`config.mk`:
```
export PLATFORM = sky130hd
export DESIGN_NAME = delimited_field_extractor
export DESIGN_NICKNAME = d
export VERILOG_FILES = /design/src/dfe_pkg.sv /design/src/delimited_field_extractor.sv
export SDC_FILE = /design/constraint.sdc
export NUM_CORES = 1
export LEC_CHECK = 0
export ABC_AREA = 1
export BUFFER_PORTS_ARGS = -buffer_cell sky130_fd_sc_hd__buf_2
export CELL_PAD_IN_SITES_DETAIL_PLACEMENT = 0
export CELL_PAD_IN_SITES_GLOBAL_PLACEMENT = 1
export CORE_MARGIN = 1
export CORE_UTILIZATION = 42
export DETAILED_ROUTE_END_ITERATION = 12
export GPL_TIMING_DRIVEN = 0
export PLACE_DENSITY_LB_ADDON = 0.1
export SYNTH_ARGS = -nofsm -noshare
export SYNTH_HDL_FRONTEND = slang
export SYNTH_SLANG_ARGS = --single-unit
```
`constraint.sdc`:
```
create_clock -name clk -period 6.3 [get_ports clk]
set_input_delay 0 -clock clk [delete_from_list [all_inputs] [get_ports clk]]
set_output_delay 0 -clock clk [all_outputs]
set_load 0.05 [all_outputs]
```
`src/dfe_pkg.sv`:
```
// Package for the delimited field extractor: sizes, phase and register codes.
// Uses nothing else; imported by delimited_field_extractor.
package dfe_pkg;

  // Depth of one field buffer bank and the widths that follow from it.
  localparam int FIELD_BYTES = 32;
  localparam int IDX_W       = (FIELD_BYTES > 1) ? $clog2(FIELD_BYTES) : 1;
  localparam int CNT_W       = $clog2(FIELD_BYTES + 1);

  // Fixed field widths.
  localparam int BYTE_W      = 8;
  localparam int MAXC_W      = 6;
  localparam int CFG_IDX_W   = 2;
  localparam int CFG_DATA_W  = 8;

  // Byte codes with a special meaning.
  localparam logic [BYTE_W-1:0] CH_NUL   = 8'd0;
  localparam logic [BYTE_W-1:0] CH_CR    = 8'd13;
  localparam logic [BYTE_W-1:0] CH_LF    = 8'd10;
  localparam logic [BYTE_W-1:0] CH_TAB   = 8'd9;
  localparam logic [BYTE_W-1:0] CH_SPACE = 8'd32;

  // Register reset values.
  localparam logic [BYTE_W-1:0] FIELD_NUMBER_RST = 8'd1;
  localparam logic [BYTE_W-1:0] DELIMITER_RST    = 8'd124;
  localparam logic [MAXC_W-1:0] MAX_CHARS_RST    = 6'd32;

  // Configuration register indexes.
  typedef enum logic [CFG_IDX_W-1:0] {
    CFG_FIELD_NUMBER = 2'd0,
    CFG_DELIMITER    = 2'd1,
    CFG_MAX_CHARS    = 2'd2
  } cfg_reg_t;

  // Progress of the copy within one record.
  typedef enum logic [1:0] {
    PHASE_WAIT = 2'd0,
    PHASE_COPY = 2'd1,
    PHASE_DONE = 2'd2
  } phase_t;

  // A byte that ends a record.
  function automatic logic is_record_end(input logic [BYTE_W-1:0] b);
    return (b == CH_NUL) || (b == CH_CR);
  endfunction

  // A byte removed from the tail of a field.
  function automatic logic is_blank(input logic [BYTE_W-1:0] b);
    return (b == CH_SPACE) || (b == CH_TAB) || (b == CH_LF) || (b == CH_CR);
  endfunction

endpackage

```
`src/delimited_field_extractor.sv`:
```
// Top level of the delimited field extractor: record scanner, two field banks
// and the result sequencer. Depends on dfe_pkg.
//
//   channel  direction  handshake          payload
//   in_      input      in_valid/in_ready  in_record_byte
//   out_     output     out_valid/out_ready out_field_byte, out_byte_valid,
//                                          out_field_found, out_last_item
//   cfg_     input      cfg_we             cfg_index, cfg_wdata
//
// For each record word taken, the scanner updates its counters and
// writes at most one byte into the filling bank. An end-of-record word hands
// that bank to the result sequencer, which sends one result word per cycle while
// out_ready is high (the trimmed length, or one word for empty or missing field).
// Two banks let the next record be scanned while results drain; an end-of-record
// word waits only if the previous record's results are not yet all taken.
// Reset is synchronous and active low and clears all control state and the
// registers to their defaults; the banks are not cleared.
module delimited_field_extractor (
  input  logic                        clk,
  input  logic                        rst_n,
  input  logic                        in_valid,
  output logic                        in_ready,
  input  logic [dfe_pkg::BYTE_W-1:0]  in_record_byte,
  output logic                        out_valid,
  input  logic                        out_ready,
  output logic [dfe_pkg::BYTE_W-1:0]  out_field_byte,
  output logic                        out_byte_valid,
  output logic                        out_field_found,
  output logic                        out_last_item,
  input  logic                        cfg_we,
  input  logic [dfe_pkg::CFG_IDX_W-1:0]  cfg_index,
  input  logic [dfe_pkg::CFG_DATA_W-1:0] cfg_wdata
);
  import dfe_pkg::*;

  // Configuration registers.
  logic [BYTE_W-1:0] field_number_r;
  logic [BYTE_W-1:0] delimiter_r;
  logic [MAXC_W-1:0] max_chars_r;

  // Per-record scan state.
  phase_t            phase_r, phase_nxt;
  logic [CNT_W-1:0]  kept_count_r, kept_count_nxt;
  logic [CNT_W-1:0]  trim_len_r, trim_len_nxt;
  logic [BYTE_W-1:0] delim_count_r, delim_count_nxt;
  logic              any_delim_r, any_delim_nxt;
  logic              at_start_r, at_start_nxt;
  logic              wr_bank_r;

  // Field banks.
  logic [BYTE_W-1:0] bank0_r [FIELD_BYTES];
  logic [BYTE_W-1:0] bank1_r [FIELD_BYTES];
  logic              store_we;

  // Result sequencer state.
  logic              busy_r;
  logic              rd_bank_r;
  logic [IDX_W-1:0]  rd_idx_r;
  logic [CNT_W-1:0]  job_len_r;
  logic              job_found_r;
  logic              job_empty_r;

  logic              in_fire, out_fire, rec_end, seq_last;
  logic [CNT_W-1:0]  limit;
  logic [BYTE_W-1:0] rd_byte;
  logic              found_now;

  assign rec_end  = is_record_end(in_record_byte);
  assign in_fire  = in_valid && in_ready;
  assign out_fire = out_valid && out_ready;
  assign seq_last = job_empty_r || ((CNT_W'(rd_idx_r) + CNT_W'(1)) == job_len_r);

  // An end-of-record word needs the sequencer free, or freeing in this cycle.
  assign in_ready = !rec_end || !busy_r || (out_fire && seq_last);

  // Byte limit: max_chars saturated at the bank depth.
  assign limit = (MAXC_W'(FIELD_BYTES) < max_chars_r) ? CNT_W'(FIELD_BYTES)
                                                      : CNT_W'(max_chars_r);

  assign found_now = (phase_r != PHASE_WAIT) && any_delim_r;

  // Configuration writes.
  always_ff @(posedge clk) begin
    if (!rst_n) begin
      field_number_r <= FIELD_NUMBER_RST;
      delimiter_r    <= DELIMITER_RST;
      max_chars_r    <= MAX_CHARS_RST;
    end else if (cfg_we) begin
      case (cfg_index)
        CFG_FIELD_NUMBER: field_number_r <= BYTE_W'(cfg_wdata);
        CFG_DELIMITER:    delimiter_r    <= BYTE_W'(cfg_wdata);
        CFG_MAX_CHARS:    max_chars_r    <= cfg_wdata[MAXC_W-1:0];
        default:          ;
      endcase
    end
  end

  // Next scan state for one record word. The trimmed length follows the
  // position just after the last non-blank byte kept.
  always_comb begin
    phase_t phase_eff;
    phase_nxt       = phase_r;
    kept_count_nxt  = kept_count_r;
    trim_len_nxt    = trim_len_r;
    delim_count_nxt = delim_count_r;
    any_delim_nxt   = any_delim_r;
    at_start_nxt    = 1'b0;
    store_we        = 1'b0;
    phase_eff       = phase_r;
    if (rec_end) begin
      phase_nxt       = PHASE_WAIT;
      kept_count_nxt  = '0;
      trim_len_nxt    = '0;
      delim_count_nxt = '0;
      any_delim_nxt   = 1'b0;
      at_start_nxt    = 1'b1;
    end else if (in_record_byte == delimiter_r) begin
      any_delim_nxt = 1'b1;
      if (delim_count_r != '1) begin
        delim_count_nxt = delim_count_r + BYTE_W'(1);
      end
      if (phase_r == PHASE_COPY) begin
        phase_nxt = PHASE_DONE;
      end else if (phase_r == PHASE_WAIT && field_number_r > BYTE_W'(1) &&
                   delim_count_nxt == field_number_r - BYTE_W'(1)) begin
        phase_nxt = PHASE_COPY;
      end
    end else begin
      if (phase_r == PHASE_WAIT && at_start_r && field_number_r == BYTE_W'(1)) begin
        phase_eff = PHASE_COPY;
      end
      phase_nxt = phase_eff;
      if (phase_eff == PHASE_COPY) begin
        if (kept_count_r < limit) begin
          store_we       = 1'b1;
          kept_count_nxt = kept_count_r + CNT_W'(1);
          if (!is_blank(in_record_byte)) begin
            trim_len_nxt = kept_count_r + CNT_W'(1);
          end
        end else begin
          phase_nxt = PHASE_DONE;
        end
      end
    end
  end

  // Scan state registers.
  always_ff @(posedge clk) begin
    if (!rst_n) begin
      phase_r       <= PHASE_WAIT;
      kept_count_r  <= '0;
      trim_len_r    <= '0;
      delim_count_r <= '0;
      any_delim_r   <= 1'b0;
      at_start_r    <= 1'b1;
      wr_bank_r     <= 1'b0;
    end else if (in_fire) begin
      phase_r       <= phase_nxt;
      kept_count_r  <= kept_count_nxt;
      trim_len_r    <= trim_len_nxt;
      delim_count_r <= delim_count_nxt;
      any_delim_r   <= any_delim_nxt;
      at_start_r    <= at_start_nxt;
      if (rec_end) begin
        wr_bank_r <= !wr_bank_r;
      end
    end
  end

  // Bank writes: at most one kept byte per accepted word into the filling bank.
  always_ff @(posedge clk) begin
    if (in_fire && store_we) begin
      if (wr_bank_r) begin
        bank1_r[kept_count_r[IDX_W-1:0]] <= in_record_byte;
      end else begin
        bank0_r[kept_count_r[IDX_W-1:0]] <= in_record_byte;
      end
    end
  end

  // Result sequencer: loads a job at end of record, steps on each result taken.
  always_ff @(posedge clk) begin
    if (!rst_n) begin
      busy_r      <= 1'b0;
      rd_bank_r   <= 1'b0;
      rd_idx_r    <= '0;
      job_len_r   <= '0;
      job_found_r <= 1'b0;
      job_empty_r <= 1'b1;
    end else if (in_fire && rec_end) begin
      busy_r      <= 1'b1;
      rd_bank_r   <= wr_bank_r;
      rd_idx_r    <= '0;
      job_len_r   <= trim_len_r;
      job_found_r <= found_now;
      job_empty_r <= !(found_now && (trim_len_r != '0));
    end else if (out_fire) begin
      if (seq_last) begin
        busy_r <= 1'b0;
      end else begin
        rd_idx_r <= rd_idx_r + IDX_W'(1);
      end
    end
  end

  // Result word.
  assign rd_byte         = rd_bank_r ? bank1_r[rd_idx_r] : bank0_r[rd_idx_r];
  assign out_valid       = busy_r;
  assign out_field_byte  = job_empty_r ? '0 : rd_byte;
  assign out_byte_valid  = !job_empty_r;
  assign out_field_found = job_found_r;
  assign out_last_item   = seq_last;

  // A data-carrying result always belongs to a found field.
  a_byte_implies_found: assert property (@(posedge clk) disable iff (!rst_n)
    out_valid && out_byte_valid |-> out_field_found)
    else $error("byte result without found field");

  // An empty or not-found result is always the single last word.
  a_empty_is_last: assert property (@(posedge clk) disable iff (!rst_n)
    out_valid && !out_byte_valid |-> out_last_item)
    else $error("empty result not marked last");

  // A new record may only close once the previous results are finishing.
  a_no_job_overrun: assert property (@(posedge clk) disable iff (!rst_n)
    in_valid && in_ready && rec_end && busy_r |-> out_ready && out_last_item)
    else $error("record closed while results still pending");

  // Kept bytes never exceed the bank depth, and the trim stays within them.
  a_counts_bounded: assert property (@(posedge clk) disable iff (!rst_n)
    (kept_count_r <= CNT_W'(FIELD_BYTES)) && (trim_len_r <= kept_count_r))
    else $error("field counters out of range");

endmodule
```
# Word-level counts from Yosys, hierarchy flattened

Memories as Yosys holds them, arrays and structs flattened. A register that Yosys moved wholly into a read port is not among the register bits.
Cells that the tools add are included.

Output and inout port bits: 13
Memories kept: 2
Memory bits (writable): 512
Input bits: 23
Bits in registers: 62
Logic and storage cells: 134

Eq/ne operators: 16
Mux-type cells: 46
Magnitude comparators: 3
Bitwise operators: 2
$add $sub $neg: 5
Reduce and logical (&&, ||, !) cells: 44

Memories:

| name    | depth | bits a word | rd ports | clocked after memory_dff | wr ports | RTL line                        | RTL |
|---|---|---|---|---|---|---|---|
| bank0_r | 32    | 8           | 1        | 1                        | 1        | delimited_field_extractor.sv:51 | `logic [BYTE_W-1:0] bank0_r [FIELD_BYTES];` |
| bank1_r | 32    | 8           | 1        | 1                        | 1        | delimited_field_extractor.sv:52 | `logic [BYTE_W-1:0] bank1_r [FIELD_BYTES];` |

Operators by type and width:

| operator            | number |
|---|---|
| $mux 6              | 10 |
| $mux 8              | 7 |
| $eq 8x4->1 const B  | 3 |
| $mux 5              | 4 |
| $mux 2              | 9 |
| $eq 8x8->1          | 2 |
| $mux 1              | 16 |
| $reduce_and 2->1    | 8 |
| $reduce_bool 2->1   | 6 |
| $logic_and 1x1->1   | 11 |
| $add 8x1->8 const B | 1 |
| $eq 8x1->1 const B  | 1 |
| $eq 8x6->1 const B  | 1 |
| $gt 8x1->1 const B  | 1 |
| $logic_not 8->1     | 1 |
| $ne 8x8->1 const B  | 1 |
| $sub 8x1->8 const B | 1 |
| $logic_or 1x1->1    | 7 |
| $add 5x1->6 const B | 1 |
| $add 6x1->6 const B | 1 |
| $eq 2x1->1 const B  | 3 |
| $eq 6x6->1          | 1 |
| $lt 6x6->1          | 1 |
| $lt 6x6->1 const A  | 1 |
| other kinds (11)    | 18 |

# Logic depth before layout (Yosys ltp)

Depth in word-level cells: 13
Gate-level depth with buffers: 16
Gate-level depth less buffers: 16

# Worst setup path after synthesis

OpenSTA, ideal clock, no wires.

Kind: reg2reg
Start: register rd_idx_r[0]
End: memory bank0_r[31][0], enable pin
Stages on the path, launching flop included: 16
Arrival: 2.698 ns
Data required time: 5.930 ns
Library setup time: 0.370 ns
Setup slack: 3.232 ns
Cell sequence: dfxtp_1 > ha_1 > nand2_1 > nand2_1 > nor2_1 > nand3_1 > nor2_1 > nand3_2 > nand2_2 > nand2_2 > nand2_2 > nand2_2 > nor3_4 > nand2_4 > buf_6 > nor2_1

Word-level cells in the longest chain between the ends: 9

Ends and longest elaborated chain:

| item                         | RTL line                         | RTL |
|---|---|---|
| from (decl)                  | delimited_field_extractor.sv:58  | `logic [IDX_W-1:0] rd_idx_r;` |
| from (signal assigned)       | delimited_field_extractor.sv:201 | `rd_idx_r <= rd_idx_r + IDX_W'(1);` |
| $add 5x1->6                  | delimited_field_extractor.sv:71  | `assign seq_last = job_empty_r \|\| ((CNT_W'(rd_idx_r) + CNT_W'(1)) == job_len_r);` |
| $eq 6x6->1                   | delimited_field_extractor.sv:71  |  |
| $logic_or 1x1->1             | delimited_field_extractor.sv:71  |  |
| via out_last_item            | delimited_field_extractor.sv:29  | `output logic out_last_item,` |
| $logic_and 1x1->1            | delimited_field_extractor.sv:74  | `assign in_ready = !rec_end \|\| !busy_r \|\| (out_fire && seq_last);` |
| $logic_or 1x1->1             | delimited_field_extractor.sv:74  |  |
| via in_ready                 | delimited_field_extractor.sv:22  | `output logic in_ready,` |
| $logic_and 1x1->1            | delimited_field_extractor.sv:69  | `assign in_fire = in_valid && in_ready;` |
| $logic_and 1x1->1            | delimited_field_extractor.sv:172 | `if (in_fire && store_we) begin` |
| $mux 1                       | delimited_field_extractor.sv:172 |  |
| $mux 1 (implied by the code) | delimited_field_extractor.sv:176 | `bank0_r[kept_count_r[IDX_W-1:0]] <= in_record_byte;` |
| to (decl)                    | delimited_field_extractor.sv:51  |  |

The timed path passes the listed nets, and every way through them passes these cells.

==> impl_metrics.json <==
{
  "status": "complete, but fails checks",
  "violations": "hold timing",
  "gp_congestion": 1.01,
  "rsz0062_at_grt": "false",
  "async_reset_ff_frac": 0,
  "busiest_layer": "met2",
  "power.total_mw": 8.07,
  "die_y_um": 241,
  "critical_path_class": "register to output pin",
  "fin_ws_ns": 1.36,
  "grt.met1_usage": 0.409,
  "antenna_found_initial": 4,
  "netlist_instances": 2077,
  "cts.sinks": 579,
  "power.density_nw_per_um2": 295,
  "ys_types": 38,
  "postPlaceCellArea_sq_um": 25100,
  "cts_setup_buffers": 0,
  "globalRouteTotalUtil": 0.308,
  "multi_input_area_sq_um": 6480,
  "rows": 87,
  "regArea_sq_um": 16700,
  "grt_pass1_vias": 16900,
  "ant_nets": 0,
  "fillCellCount": 5251,
  "finalSetupViolations": 0,
  "grt_max_degree": 69,
  "fin_nets": 2243,
  "final_cell_mix": "512 x edfxtp_1, 406 x nor2_1, 300 x o21ai_0",
  "fin_skew_ns": 0.0180,
  "vias": 17800,
  "clkTransAtPathRegs_ns": 0.06,
  "final_common_cell": "edfxtp_1",
  "cts_tree": "done",
  "worstPathMaxFanout": 10,
  "gr-usage-met2": 0.495,
  "hold_class": "primary input to register",
  "maxCapViolCount": 0,
  "vias_per_cell": 5.92,
  "drt_iter0_drc": 2100,
  "core_area_sq_um": 56400,
  "startpoint_type": "register",
  "design_area_sq_um": 27400,
  "syn_area_sq_um": 24000,
  "required_ns": 6.30,
  "wirelength_um": 88600,
  "die_area_sq_um": 58100,
  "fin_crit_sh": 0.783,
  "ys.flop_type": "edfxtp_1",
  "syn-num-nets": 2113,
  "drive_above_1_share": 0.0714,
  "cts_made_buffers": 60,
  "syn_area_per_cell_sq_um": 11.6,
  "clk_latency_ns": 0.64,
  "dp.final_hpwl_um": 59100,
  "power.leakage_nw": 9.04,
  "whs_ns": -0.0113,
  "synth_edf_count": 512,
  "ys_seq_elements": 579,
  "ir_drop_uv": 207,
  "hold_viol": 3,
  "start_util": 0.426,
  "tightest_slew_ns": 1.41,
  "die_w_um": 241,
  "overflow": 0,
  "post_drt_wl_per_cell_um": 29.4,
  "first_pass_iters": 6,
  "cts_max_level": 2,
  "crit_arrival_ns": 4.94,
  "grt_pass1_wl_um": 124000,
  "clock_path_buffers": 3,
  "post-route-drc-count": 0,
  "cp-end-kind": "output pin",
  "fmax_mhz": 203,
  "fin_crit_ns": 4.94,
  "ys_seq_area_frac": 0.696,
  "max-slew-margin-rel": 0.0584,
  "port_buffers": 35,
  "drv_slew": 0,
  "yosysWarningCount": 0,
  "fin_setup_tns_ns": 0,
  "met3_usage": 0.0614,
  "syn_to_final_growth_pct": 13.9,
  "cts_root_buf": "clkbuf_16",
  "pre_cts_slack_ns": 2.11,
  "io_pins": 36
}
-- timing repair --
item	in CTS	in global routing
resized for setup	0	0
hold endpoints to repair	67	0
hold buffers	33	0
-- metal layers --
metal	wire [um]	up-vias	share of wire
met5	25	-	0.00028
met4	3600	4	0.041
met3	7670	175	0.087
met2	41400	883	0.47
met1	35900	8945	0.41
li1	-	7824	-
-- metrics by stage --
step                instances   util
floorplan                2077      -
global placement         2868  0.446
detailed placement       2868  0.446
CTS                      3012  0.485
global route             3012  0.485
finish                   3014  0.485
-- registers in the layout (all words and copies together) (netlist names), 2 cells and up, named ones only --
signal,cells
trim_len_r,6
delimiter_r,8
field_number_r,8
max_chars_r,6
bank0_r,256
kept_count_r,6
delim_count_r,8
job_len_r,6
phase_r,2
bank1_r,256
rd_idx_r,5
-- final timing paths --
path	start	end	slack, ns	cells after the start
setup / recovery	register	out_field_byte[3]	1.36	10
hold / removal	in_record_byte[0]	bank0_r[7][0]	-0.01	1
setup reg to reg	rd_idx_r[0]	bank0_r[24][6]	2.52	15
hold reg to reg	out_field_found	out_field_found	0.45	2
-- cells in the mapped netlist, types with 4 or more instances --
library cell,number,area share
a21oi_1,49,0.010
buf_1,11,0.0017
buf_2,15,0.0031
buf_6,6,0.0028
clkbuf_1,96,0.015
dfxtp_1,67,0.056
edfxtp_1,512,0.64
ha_1,13,0.0068
inv_1,65,0.010
nand2_1,189,0.030
nand2_2,8,0.0021
nand3_1,121,0.025
nand4_1,4,0.0010
nor2_1,406,0.063
nor2_2,11,0.0029
nor3_1,7,0.0015
o211ai_1,16,0.0050
o21ai_0,300,0.063
o21bai_1,7,0.0022
o221ai_1,94,0.034
o22ai_1,34,0.0089
xnor2_1,8,0.0029
xor2_1,12,0.0044
-- worst max-delay path, cell delays in order (launching register included) --
cell and delay (ns):
dfxtp_1 0.65, buf_2 0.40, buf_2 0.36, buf_1 0.90, nor2_1 0.12, o221ai_1 0.36
nand3_1 0.42, o211ai_1 0.22, nand3_1 0.09, a21oi_1 0.39, buf_2 0.37
-- cell type report --
cell class | instances | area share
antenna | 2 | 0.000183
clock buffer | 75 | 0.0577
inverter | 70 | 0.00961
tap | 756 | 0.0346
timing repair buffer | 68 | 0.0191
sequential | 579 | 0.611
clock inverter | 36 | 0.0108
multi-input combinational | 1300 | 0.237
buffer | 128 | 0.0199
-- report_power, final --
group          internal (mW)  leakage [nW]  switching (mW)
combinational         0.0962          2.99           0.274
clock                   1.97         0.910            1.51
sequential              4.21          5.15          0.0217
total                   6.27          9.04            1.80
-- cells by family (layout without fill, tap and decap cells) --
family	count (synthesis)	count (layout)	synth area share
buffers and inverters	198	377	0.0336
and+or+nand+nor	758	758	0.130
adders and majority gates	13	13	0.00678
xor gates and xnor gates	20	20	0.00730
DFF	579	579	0.696
other	0	2	0
AOI/OAI and AO/OA	509	509	0.126
Power figures use the tool's default switching activity.
